[config.mk]
export PLATFORM = sky130hd
export DESIGN_NAME = header_trailer_frame_parser
export DESIGN_NICKNAME = d
export VERILOG_FILES = /design/src/hdl/htfp_pkg.sv /design/src/hdl/header_trailer_frame_parser.sv
export SDC_FILE = /design/constraint.sdc
export NUM_CORES = 1
export LEC_CHECK = 0
export ABC_AREA = 1
export BUFFER_PORTS_ARGS = -buffer_cell sky130_fd_sc_hd__buf_2
export CAP_MARGIN = 10
export CORE_MARGIN = 4
export CORE_UTILIZATION = 40
export CTS_CLUSTER_DIAMETER = 60
export DETAILED_ROUTE_END_ITERATION = 10
export GPL_ROUTABILITY_DRIVEN = 0
export GPL_TIMING_DRIVEN = 0
export PLACE_DENSITY_LB_ADDON = 0.1
export SYNTH_ARGS = -nofsm -noshare
export SYNTH_HDL_FRONTEND = slang
export SYNTH_SLANG_ARGS = --single-unit
[constraint.sdc]
create_clock -name clk -period 13.2 [get_ports clk]
set_input_delay 1.32 -clock clk [delete_from_list [all_inputs] [get_ports clk]]
set_output_delay 1.32 -clock clk [all_outputs]
set_load 0.05 [all_outputs]
[src/hdl/htfp_pkg.sv]
// ----------------------------------------------------------------------------
// htfp_pkg
// Shared constants and types for the header/trailer byte frame parser.
// ----------------------------------------------------------------------------
package htfp_pkg;

  localparam int FRAME_BYTES = 13;
  localparam int POS_W       = $clog2(FRAME_BYTES);

  typedef logic [POS_W-1:0] pos_t;
  typedef logic [7:0]       byte_t;
  typedef logic [31:0]      word_t;
  typedef logic [0:0]       entry_t;
  typedef logic [1:0]       lane_t;

  localparam byte_t HDR_BYTE      = 8'hF9;
  localparam byte_t TAIL_BYTE     = 8'hF0;
  localparam word_t SENTINEL_BITS = 32'h4479_C000;

  localparam pos_t POS_HUNT0   = POS_W'(0);
  localparam pos_t POS_HUNT1   = POS_W'(1);
  localparam pos_t POS_X_FIRST = POS_W'(2);
  localparam pos_t POS_Y_LAST  = POS_W'(9);
  localparam pos_t POS_COUNT   = POS_W'(10);
  localparam pos_t POS_TAIL0   = POS_W'(11);
  localparam pos_t POS_TAIL1   = POS_W'(FRAME_BYTES - 1);

  localparam entry_t ENTRY_X = 1'b0;
  localparam entry_t ENTRY_Y = 1'b1;

  function automatic word_t unsentinel(input word_t w);
    return (w == SENTINEL_BITS) ? '0 : w;
  endfunction

endpackage

[src/hdl/header_trailer_frame_parser.sv]
// ----------------------------------------------------------------------------
// header_trailer_frame_parser
// Hunts for two 0xF9 header bytes, collects a 13-byte frame and, when both
// tail bytes are 0xF0, delivers the two offset words and the count byte.
//
//   channel | dir | ports
//   --------+-----+-------------------------------------------------------
//   in      | in  | in_valid, in_stall (out), in_rx_byte
//   out     | out | out_valid, out_stall (in), out_x_offset_bits,
//           |     | out_y_offset_bits, out_frame_counter
//
// A byte is taken per cycle while in_valid is high and in_stall low. The
// offset bytes are merged into a two-entry word memory by read, modify and
// write, with the last write forwarded to the merge stage. Results pass stage
// 2, then the output registers. Reset clears the position and the valid flags
// only. The input stalls only while a result waits and the final byte is due.
// ----------------------------------------------------------------------------
module header_trailer_frame_parser (
  input  logic        clk,
  input  logic        rst_n,
  input  logic        in_valid,
  output logic        in_stall,
  input  logic [7:0]  in_rx_byte,
  output logic        out_valid,
  input  logic        out_stall,
  output logic [31:0] out_x_offset_bits,
  output logic [31:0] out_y_offset_bits,
  output logic [7:0]  out_frame_counter
);

  htfp_pkg::word_t  frame_mem [2];

  htfp_pkg::pos_t   pos_r, pos_nxt;
  logic             in_acc;
  logic             is_rmw, is_fin;
  logic [htfp_pkg::POS_W-1:0] idx;
  htfp_pkg::entry_t rd_addr;

  htfp_pkg::word_t  rd_a_r, rd_b_r;
  logic             s2_rmw_r, s2_fin_r, s2_tail_ok_r;
  htfp_pkg::byte_t  s2_byte_r;
  htfp_pkg::lane_t  s2_lane_r;
  htfp_pkg::entry_t s2_entry_r;

  logic             lw_valid_r;
  htfp_pkg::entry_t lw_entry_r;
  htfp_pkg::word_t  lw_data_r;

  logic             tail0_ok_r;
  htfp_pkg::byte_t  count_r;

  htfp_pkg::word_t  merge_base, merged;

  logic             out_valid_r;
  htfp_pkg::word_t  out_x_r, out_y_r;
  htfp_pkg::byte_t  out_cnt_r;

  assign in_stall = out_valid_r && (pos_r == htfp_pkg::POS_TAIL1);
  assign in_acc   = in_valid && !in_stall;

  assign is_rmw  = (pos_r >= htfp_pkg::POS_X_FIRST) && (pos_r <= htfp_pkg::POS_Y_LAST);
  assign is_fin  = (pos_r == htfp_pkg::POS_TAIL1);
  assign idx     = pos_r - htfp_pkg::POS_X_FIRST;
  assign rd_addr = is_fin ? htfp_pkg::ENTRY_X : htfp_pkg::entry_t'(idx[2]);

  always_comb begin
    pos_nxt = pos_r;
    if (pos_r == htfp_pkg::POS_HUNT0) begin
      if (in_rx_byte == htfp_pkg::HDR_BYTE) begin
        pos_nxt = htfp_pkg::POS_HUNT1;
      end
    end else if (pos_r == htfp_pkg::POS_HUNT1) begin
      pos_nxt = (in_rx_byte == htfp_pkg::HDR_BYTE) ? htfp_pkg::POS_X_FIRST
                                                     : htfp_pkg::POS_HUNT0;
    end else if (pos_r >= htfp_pkg::POS_TAIL1) begin
      pos_nxt = htfp_pkg::POS_HUNT0;
    end else begin
      pos_nxt = pos_r + htfp_pkg::pos_t'(1);
    end
  end

  always_comb begin
    merge_base = (lw_valid_r && (lw_entry_r == s2_entry_r)) ? lw_data_r : rd_a_r;
    merged     = merge_base;
    case (s2_lane_r)
      2'd0:    merged[7:0]   = s2_byte_r;
      2'd1:    merged[15:8]  = s2_byte_r;
      2'd2:    merged[23:16] = s2_byte_r;
      2'd3:    merged[31:24] = s2_byte_r;
      default: merged        = merge_base;
    endcase
  end

  always_ff @(posedge clk) begin
    if (in_acc && (is_rmw || is_fin)) begin
      rd_a_r <= frame_mem[rd_addr];
      rd_b_r <= frame_mem[htfp_pkg::ENTRY_Y];
    end
    if (s2_rmw_r) begin
      frame_mem[s2_entry_r] <= merged;
    end
  end

  always_ff @(posedge clk) begin
    if (!rst_n) begin
      pos_r       <= htfp_pkg::POS_HUNT0;
      s2_rmw_r    <= 1'b0;
      s2_fin_r    <= 1'b0;
      lw_valid_r  <= 1'b0;
      out_valid_r <= 1'b0;
    end else begin
      if (in_acc) begin
        pos_r <= pos_nxt;
      end
      s2_rmw_r <= in_acc && is_rmw;
      s2_fin_r <= in_acc && is_fin;
      if (s2_rmw_r) begin
        lw_valid_r <= 1'b1;
      end
      if (s2_fin_r && s2_tail_ok_r) begin
        out_valid_r <= 1'b1;
      end else if (!out_stall) begin
        out_valid_r <= 1'b0;
      end
    end
  end

  always_ff @(posedge clk) begin
    if (in_acc) begin
      s2_byte_r    <= in_rx_byte;
      s2_lane_r    <= idx[1:0];
      s2_entry_r   <= htfp_pkg::entry_t'(idx[2]);
      s2_tail_ok_r <= tail0_ok_r && (in_rx_byte == htfp_pkg::TAIL_BYTE);
      if (pos_r == htfp_pkg::POS_COUNT) begin
        count_r <= in_rx_byte;
      end
      if (pos_r == htfp_pkg::POS_TAIL0) begin
        tail0_ok_r <= (in_rx_byte == htfp_pkg::TAIL_BYTE);
      end
    end
    if (s2_rmw_r) begin
      lw_entry_r <= s2_entry_r;
      lw_data_r  <= merged;
    end
    if (s2_fin_r && s2_tail_ok_r) begin
      out_x_r   <= htfp_pkg::unsentinel(rd_a_r);
      out_y_r   <= htfp_pkg::unsentinel(rd_b_r);
      out_cnt_r <= count_r;
    end
  end

  assign out_valid         = out_valid_r;
  assign out_x_offset_bits = out_x_r;
  assign out_y_offset_bits = out_y_r;
  assign out_frame_counter = out_cnt_r;

endmodule

==> results of run 1 <==
[cells by family (layout without fill, tap and decap cells)]
logic type	after synthesis	after routing	synth area share, %
flip-flops	262	262	77.1
AO/OA/AOI/OAI	37	37	2.29
buffers and inverters	102	241	5.10
AND/OR/NAND/NOR	229	229	9.82
XOR/XNOR	2	2	0.248
adder cells (fa/ha/maj)	6	6	0.743
multiplexers	32	32	4.68
[Yosys cell counts]
master / number / area, µm²
sky130_fd_sc_hd__o21a_1: 1 / 7.51
sky130_fd_sc_hd__mux2_4: 30 / 450
sky130_fd_sc_hd__nand4_1: 5 / 31.3
sky130_fd_sc_hd__clkbuf_1: 49 / 184
sky130_fd_sc_hd__buf_6: 10 / 113
sky130_fd_sc_hd__nor3_2: 2 / 20.0
sky130_fd_sc_hd__nand3_1: 43 / 215
sky130_fd_sc_hd__dfxtp_1: 8 / 160
sky130_fd_sc_hd__inv_1: 38 / 143
sky130_fd_sc_hd__dlymetal6s4s_1: 1 / 12.5
sky130_fd_sc_hd__o21ai_0: 1 / 5.00
sky130_fd_sc_hd__a21oi_1: 2 / 10.0
sky130_fd_sc_hd__inv_2: 1 / 3.75
sky130_fd_sc_hd__buf_12: 3 / 60.1
sky130_fd_sc_hd__a21oi_2: 1 / 8.76
sky130_fd_sc_hd__nand4_2: 1 / 12.5
sky130_fd_sc_hd__nor3_1: 4 / 20.0
sky130_fd_sc_hd__nor3b_1: 1 / 7.51
sky130_fd_sc_hd__edfxtp_1: 254 / 7630
sky130_fd_sc_hd__mux2_2: 2 / 22.5
sky130_fd_sc_hd__nand3_4: 1 / 17.5
sky130_fd_sc_hd__nand2_4: 2 / 22.5
sky130_fd_sc_hd__xor2_1: 1 / 8.76
sky130_fd_sc_hd__nand2_1: 69 / 259
sky130_fd_sc_hd__ha_1: 6 / 75.1
sky130_fd_sc_hd__nand2_2: 2 / 12.5
sky130_fd_sc_hd__xnor2_2: 1 / 16.3
sky130_fd_sc_hd__a31oi_1: 32 / 200
sky130_fd_sc_hd__or3_1: 1 / 6.26
sky130_fd_sc_hd__nor2_1: 98 / 368
[routing by layer]
metal,up-vias,global-route usage [%]
met4,0,3.77
met2,140,23.5
li1,2605,-
met5,-,0
met3,35,2.87
met1,2640,18.9
[worst max path at each step]
| stage | start | endpoint | slack, ns | depth (start not counted) |
|---|---|---|---|---|
| final | pos_r[1] | in_stall | 10.06 | 5 |
| after global routing | pos_r[1] | in_stall | 9.95 | 5 |
| after CTS | pos_r[1] | in_stall | 10.03 | 5 |
| after detailed placement | in_valid | rd_b_r[17] | 10.17 | 5 |
| after global placement | in_valid | rd_b_r[17] | 6.26 | 3 |
| after floorplan | in_valid | rd_a_r[0] | 8.16 | 2 |
[per-stage QoR]
stage,hold slack (ns),std cells,area (µm²),setup WS (ns)
finish,0.416,1133,11900,10.06
global route,0.435,1133,11900,9.95
CTS,0.416,1133,11900,10.03
detailed placement,0.408,1082,11000,10.17
global placement,0.407,1079,10900,6.26
floorplan,0.400,670,10100,8.16
[cell usage in the layout (no fill, tap or decap), types with 4 or more instances in the layout]
cell / count
sky130_fd_sc_hd__ha_1: 6
sky130_fd_sc_hd__clkinv_2: 6
sky130_fd_sc_hd__a31oi_1: 32
sky130_fd_sc_hd__nand2_1: 69
sky130_fd_sc_hd__buf_2: 85
sky130_fd_sc_hd__mux2_4: 30
sky130_fd_sc_hd__nand3_1: 43
sky130_fd_sc_hd__nand4_1: 5
sky130_fd_sc_hd__nor2_1: 97
sky130_fd_sc_hd__edfxtp_1: 254
sky130_fd_sc_hd__nor3_1: 4
sky130_fd_sc_hd__dfxtp_1: 7
sky130_fd_sc_hd__clkbuf_1: 51
sky130_fd_sc_hd__buf_6: 10
sky130_fd_sc_hd__inv_1: 36
sky130_fd_sc_hd__clkinv_1: 6
sky130_fd_sc_hd__clkinvlp_4: 4
sky130_fd_sc_hd__buf_12: 5
sky130_fd_sc_hd__clkbuf_16: 29
[state kept, by name, summed over array words and instances, names as in the netlist, 2 cells and up]
register,flops
s2_byte_r,8
out_y_offset_bits,32
count_r,8
out_frame_counter,8
rd_b_r,32
s2_lane_r,2
out_x_offset_bits,32
rd_a_r,32
frame_mem,64
pos_r,4
lw_data_r,32
[area by class of cell]
| type | count | area [µm²] |
|---|---|---|
| inverter | 39 | 149 |
| clock inverter | 20 | 160 |
| fill | 2127 | 12700 |
| timing repair buffer | 88 | 493 |
| buffer | 63 | 369 |
| multi-input combinational | 306 | 1820 |
| sequential | 262 | 7790 |
| clock buffer | 31 | 733 |
| tap | 324 | 405 |
[where the power goes]
part	switching (µW)	leakage [µW]	internal (µW)
Sequential	19.1	0.00236	945
Clock	312	0.000430	438
Combinational	55.2	0.00149	33.0
[worst register-to-register path: cells and delay by family, from the launching register on]
family                     cells  cell delay, ns
buffers and inverters          4            0.78
AOI/OAI and AO/OA              1            0.71
DFF                            1            0.36
and+or+nand+nor                2            0.22
adders and majority gates      1            0.22
==> run summary, run 1 <==
The max-cap check violation count is 0. The worst setup path is captured at a primary output. The boundary pin count is 86. The number of hold buffers added after CTS came out at 0. The initial standard-cell utilization of the core came out at 41.0%. Summed over all nets, wire length on met2 after detailed routing comes to 9570 µm. The clock transition at the registers of the reported paths came out at 0.06 ns. The sum of negative setup slack is 0 ns. The combined area of all synthesized cells came out at 0.0101 mm². The highest ir drop seen on vdd is 0.0899 mV. The die covers 0.0279 mm². The startpoint of the worst hold path is count_r[5].

For this design the ratio of total power to cell area is 151 mW/mm². The Yosys warning count came out at 0. The time the worst path needs with I/O delays and setup is 3.14 ns. The detailed placement HPWL came out at 13000 µm. The leakage component of the power is 0.00428 µW. The global-route wire length before repair is 31500 µm. The final global-route overflow total came out at 0. Each instance of the synthesized netlist takes up on average 15.1 µm².

The flop-to-flop setup slack came out at 10.61 ns. The wire length on met3 is 1010 µm. The max-slew violation count is 0.

The number of detailed-route iterations in the first pass came out at 8. Port buffering added 85 buffers. The number of diodes is 0. The initial antenna violation count came to 0. The number of hold violations in the final report came out at 0. The tightest min-delay check is of the reg2reg type. The number of DRC markers in iteration 0 is 319. For this run, the post-layout net count is 806. The worst setup path is of the reg2out kind. The clock latency on the worst-skew pair is 0.53 ns. Entering global routing, the biggest net connects 73 pins. TritonCTS built the clock tree.

The tree is rooted in a sky130_fd_sc_hd__clkbuf_16. In this run the critical register-to-register path is launched from pos_r[0]. The kind of start point of the critical path is a flip-flop.

The area added between synthesis and finish came out at 18.0%. After detailed routing, the wire length on met1 is 8760 µm. The critical path data required time came out at 11.88 ns.

The overall fraction of global-route tracks in use is 14.1%. The critical path contains buffers and inverters numbering 3 combined. Setup repair after global routing left no endpoint under its margin. The transition time at the pin with the least slew margin is 1.02 ns. The share of the clock period used by the worst path after layout came out at 23.8%. Traced cell by cell, the critical path runs through inv_1 -> ha_1 -> nand4_2 -> inv_1 -> buf_2. The overall power after layout is 1800 µW.

Setup violations remaining at the end of the flow were counted as 0. The synthesized netlist cell count is 670. The flow ran to the end, and the final reports show no timing, DRC or antenna violations. In the routed design, unresolved DRC markers number 0. The tree built by TritonCTS fans out to 262 sinks. The number of resized instances in the post-cts repair step is 0. Clock skew on the completed layout was measured at 0.0144 ns. The via count of the first global-routing pass is 5602.

The longest clock path from root to sink contains 3 buffers. The end of the worst register-to-register path is rd_b_r[12]. The critical path arrival came out at 1.82 ns. In this run the top signal layer used is met4.

In the final routed layout, each cell accounts on average for 17.5 µm. The family of cells with the greatest summed delay on the critical path is buffers and inverters. Of all nets on the critical path, the largest fanout is 5. The chip width is 167 µm. Counting flops and latches in the post-synthesis netlist gives 262.

The count of distinct cell types in the synthesized netlist came out at 30. The share of cells above drive strength 1 came out at 23.7%. The final layout contains routed wiring with a total length of 19800 µm. The H-tree depth is 1. For hold timing, the worst endpoint is out_frame_counter[5].

The share of the core filled with cells in the final layout came out at 48.4%. The floorplan row count came out at 57. The maximum cell stage delay along the critical path came out at 0.35 ns. The critical path's most frequent cell is sky130_fd_sc_hd__inv_1. Static timing analysis puts the maximum clock frequency at 0.318 GHz. The count of vias placed by the detailed router came out at 5420. Post-CTS timing repair inserted 0 buffers for setup. In this run the tightest slew margin relative to its limit is 31.2%. The sequential element share of the synthesized area came out at 77.1%. The number of buffers inserted during clock tree synthesis came out at 28. The remaining antenna violation count after routing is 0.

From bottom edge to top edge, the die measures 167 µm. The net count after synthesis came out at 688. On the critical path, the stage with the largest delay is an instance of sky130_fd_sc_hd__dfxtp_1. Counting instances, the worst hold path has a depth of 0. The total area inside the core boundary comes to 0.0246 mm².

The number of vias per cell is 4.78. The length in cells of the worst reg-to-reg path came out at 8.
(Power assumes the default switching activity.)
==> inputs of run 2 (changes only) <==
==> constraint.sdc (replaced) <==
create_clock -name clk -period 2.7 [get_ports clk]
set_input_delay 0.27 -clock clk [delete_from_list [all_inputs] [get_ports clk]]
set_output_delay 0.27 -clock clk [all_outputs]
set_load 0.05 [all_outputs]
==> run 2 against run 1 <==
Compared with the run above: worst hold slack worse by 0.32 ns; clock-buffer cell count grew 11; critical path depth increased by 3; combinational power rose to 5.0 times the previous value; critical endpoint is now rd_a_r[15]; largest cell class unchanged; cell count up 0.97%; sequential share of layout area fell by 0.52 points.
==> run summary, run 2 (synthesized netlist as in run 1, its figures left out) <==
The count of placed standard cells including taps was 1082 (unchanged). The initial standard-cell utilization of the core is 41.0% (unchanged). The global-route wire length before repair came out at 31700 µm (+0.66%).

The remaining antenna violation count after routing is 0 (unchanged). The largest driver fanout on the critical path came out at 27 (+22). The count of vias placed by the detailed router is 5495 (+1.4%). The number of hold violations in the final report was 0 (unchanged).

The clock power share came out at 41.4% (-0.2 points). The clock latency on the worst-skew pair is 0.53 ns (about the same). The number of buffers inserted during clock tree synthesis came out at 29 (+3.6%). The number of fill cells came to 2149 (+1.0%).

The fmax came out at 0.404 GHz. The area of the core came out at 0.0246 mm² (unchanged). CTS placed an instance of sky130_fd_sc_hd__clkbuf_16 at the clock tree root. The flow ran to the end, and the final reports show no timing, DRC or antenna violations. The number of vias per cell is 4.80 (+0.41%).

The number of DRC markers in iteration 0 came to 349 (+9.4%). The combined area of the multi-input logic cells is 0.00182 mm² (unchanged). The worst hold path belongs to the class in2reg.

The maximum cell stage delay along the critical path is 0.54 ns (+0.19 ns). Walking the worst path, the cells encountered are inv_1 -> ha_1 -> inv_1 -> nand3_1 -> nand3_1 -> a21oi_4 -> buf_12 -> buf_12. The overall fraction of global-route tracks in use came out at 14.2% (+0.16 points). The number of detailed-route iterations in the first pass came to 5 (-3). The type of the worst setup path is reg2reg. The largest net degree at the start of global routing came to 73 (unchanged). The kind of start point of the critical path is a flip-flop. The sink count of the clock tree came out at 262 (unchanged). The critical path arrival is 2.69 ns (+0.87 ns).

The detailed placement HPWL came out at 13000 µm (-0.15%). The floorplan row count came out at 57 (unchanged). More flip-flops sit in one register than any other, and that register is frame_mem. The boundary pin count is 86 (unchanged). The H-tree depth came out at 1 (unchanged). The portion of total power attributed to combinational logic is 5.0% (about the same).

The power density over the cells came to 733 mW/mm² (+380%). The number of flip-flops under the largest register name was 64 (unchanged). The share of the clock period used by the worst path after layout is 91.7%.

The leakage component of the power is 0.00433 µW (+1.1%). Leaving out fill and tap cells, the most frequent cell in the layout is sky130_fd_sc_hd__edfxtp_1. The worst-case clock skew came out at 0.0155 ns (+0.00109 ns). The transition time at the pin with the least slew margin came out at 1.14 ns (+0.114 ns).

The initial antenna violation count came out at 0 (unchanged). STA classifies the critical path endpoint as a flip-flop. Setup repair after global routing left no endpoint under its margin. On the critical path, the stage with the largest delay is an instance of sky130_fd_sc_hd__a21oi_4.

The number of resized instances in the post-cts repair step is 0 (unchanged). The worst hold slack after final layout is 0.0950 ns (-0.321 ns). The post-detailed-route DRC marker count came out at 0 (unchanged). The number of diodes came to 0 (unchanged). The reported net switching power was 1860 µW (+380%).

The detail-routed net length per standard cell is 17.5 µm (about the same). The register area is 0.00779 mm² (unchanged). The final global-route overflow total is 0 (unchanged). The maximum buffer depth of the clock tree is 3 (unchanged). The chip width is 167 µm (unchanged). The share of cells above drive strength 1 is 22.9% (-0.81 points).

The share of total power consumed by net switching is 21.1% (-0.33 points). The final layout net count is 817 (+1.4%). The max-cap check violation count is 0 (unchanged).

Leaving out fill and tap cells, the most frequent cells in the layout are sky130_fd_sc_hd__edfxtp_1 (254), sky130_fd_sc_hd__nor2_1 (97), sky130_fd_sc_hd__buf_2 (85). The number of failing setup endpoints in the final timing report came to 0 (unchanged). The via count of the first global-routing pass is 5627 (+0.45%). The cell-internal power came out at 6950 µW (+390%).

The time the worst path needs with I/O delays and setup came out at 2.48 ns. The area of the die came out at 0.0279 mm² (unchanged). The sum of negative setup slack is 0 ns (unchanged).

The share of the core filled with cells in the final layout is 48.8% (+0.39 points). The clock transition at the registers of the reported paths came out at 0.06 ns (about the same). The critical path data required time came out at 2.92 ns (-8.96 ns).

The highest ir drop seen on vdd was 0.498 mV (+450%). The relative max-transition margin came out at 23.6% (-7.6 points). The max-slew violation count is 0 (unchanged). The filler-free cell count of the finished design is 1144 (+0.97%). The area added between synthesis and finish is 18.9%. The wire length reported by the detailed router is 20000 µm (+0.92%). The height of the chip is 167 µm (unchanged). TritonCTS built the clock tree. The share of total power in sequential cells came out at 53.6% (about the same). The number of buffer cells added on primary ports was 85 (unchanged).
==> run 2: cell count changes in the layout (fill, tap and decap cells not counted) <==
| cell | delta |
|---|---|
| sky130_fd_sc_hd__dlygate4sd3_1 | +10 |
| sky130_fd_sc_hd__clkbuf_1 | +5 |
| sky130_fd_sc_hd__clkbuf_8 | +5 |
| sky130_fd_sc_hd__clkinv_2 | -4 |
| sky130_fd_sc_hd__clkinvlp_4 | -4 |
| sky130_fd_sc_hd__bufinv_16 | -2 |
| sky130_fd_sc_hd__buf_12 | +1 |
| sky130_fd_sc_hd__buf_16 | -1 |
| sky130_fd_sc_hd__clkbuf_16 | +1 |
==> run 2: per-stage QoR <==
step | instance area, µm² | power [µW] | worst slack (ns)
2_1_floorplan | 10100 | 5070 | 0.220
3_3_place_gp | 10900 | 5210 | -0.900
3_5_place_dp | 11000 | 5240 | 0.240
4_1_cts | 12000 | 8900 | 0.214
5_1_grt | 12000 | 9170 | 0.0626
6_report | 12000 | 8800 | 0.224
==> run 2: worst max-delay path: cells and delay by family, from the launching register on <==
family | cells | cell delay (ns)
compound gates | 1 | 0.54
simple gates | 2 | 0.22
flops | 1 | 0.36
fa+ha+maj | 1 | 0.22
buf+inv | 4 | 0.79
==> run 2: cell type report <==
class | instances | area share (%)
clock inverters | 10 | 0.417
repair buffers | 98 | 4.88
well taps | 324 | 3.38
multi-input cells | 306 | 15.1
clock buffers | 42 | 7.04
inverters | 39 | 1.24
flip-flops and latches | 262 | 64.9
plain buffers | 63 | 3.07
==> run 2: power by group through the flow <==
stage	Clock (µW)	Sequential (µW)	Combinational (µW)
detailed placement	0	4800	435
global route	3950	4730	496
floorplan	0	4760	307
CTS	3740	4720	448
finish	3650	4720	442
global placement	0	4800	408
==> run 2: routing by layer <==
layer	global-route usage (%)	vias up	wire (µm)
met5	0	-	0
met4	3.49	0	389
met3	2.68	27	954
met2	24.0	134	9640
met1	19.2	2701	9040
li1	-	2633	-
==> run 2: worst paths after layout <==
kind / startpoint / endpoint / slack, ns / cells past startpoint
worst max-delay path: pos_r[0] / rd_a_r[15] / 0.22 / 8
worst min-delay path: in_valid / s2_fin_r / 0.09 / 3
worst max register to register: pos_r[0] / rd_a_r[15] / 0.22 / 8
worst min register to register: count_r[0] / out_frame_counter[0] / 0.41 / 0
==> run 2: timing repair <==
action	4_1_cts	5_1_grt
buffers inserted	0	0
hold buffers	10	0
endpoints found under the hold margin	20	0
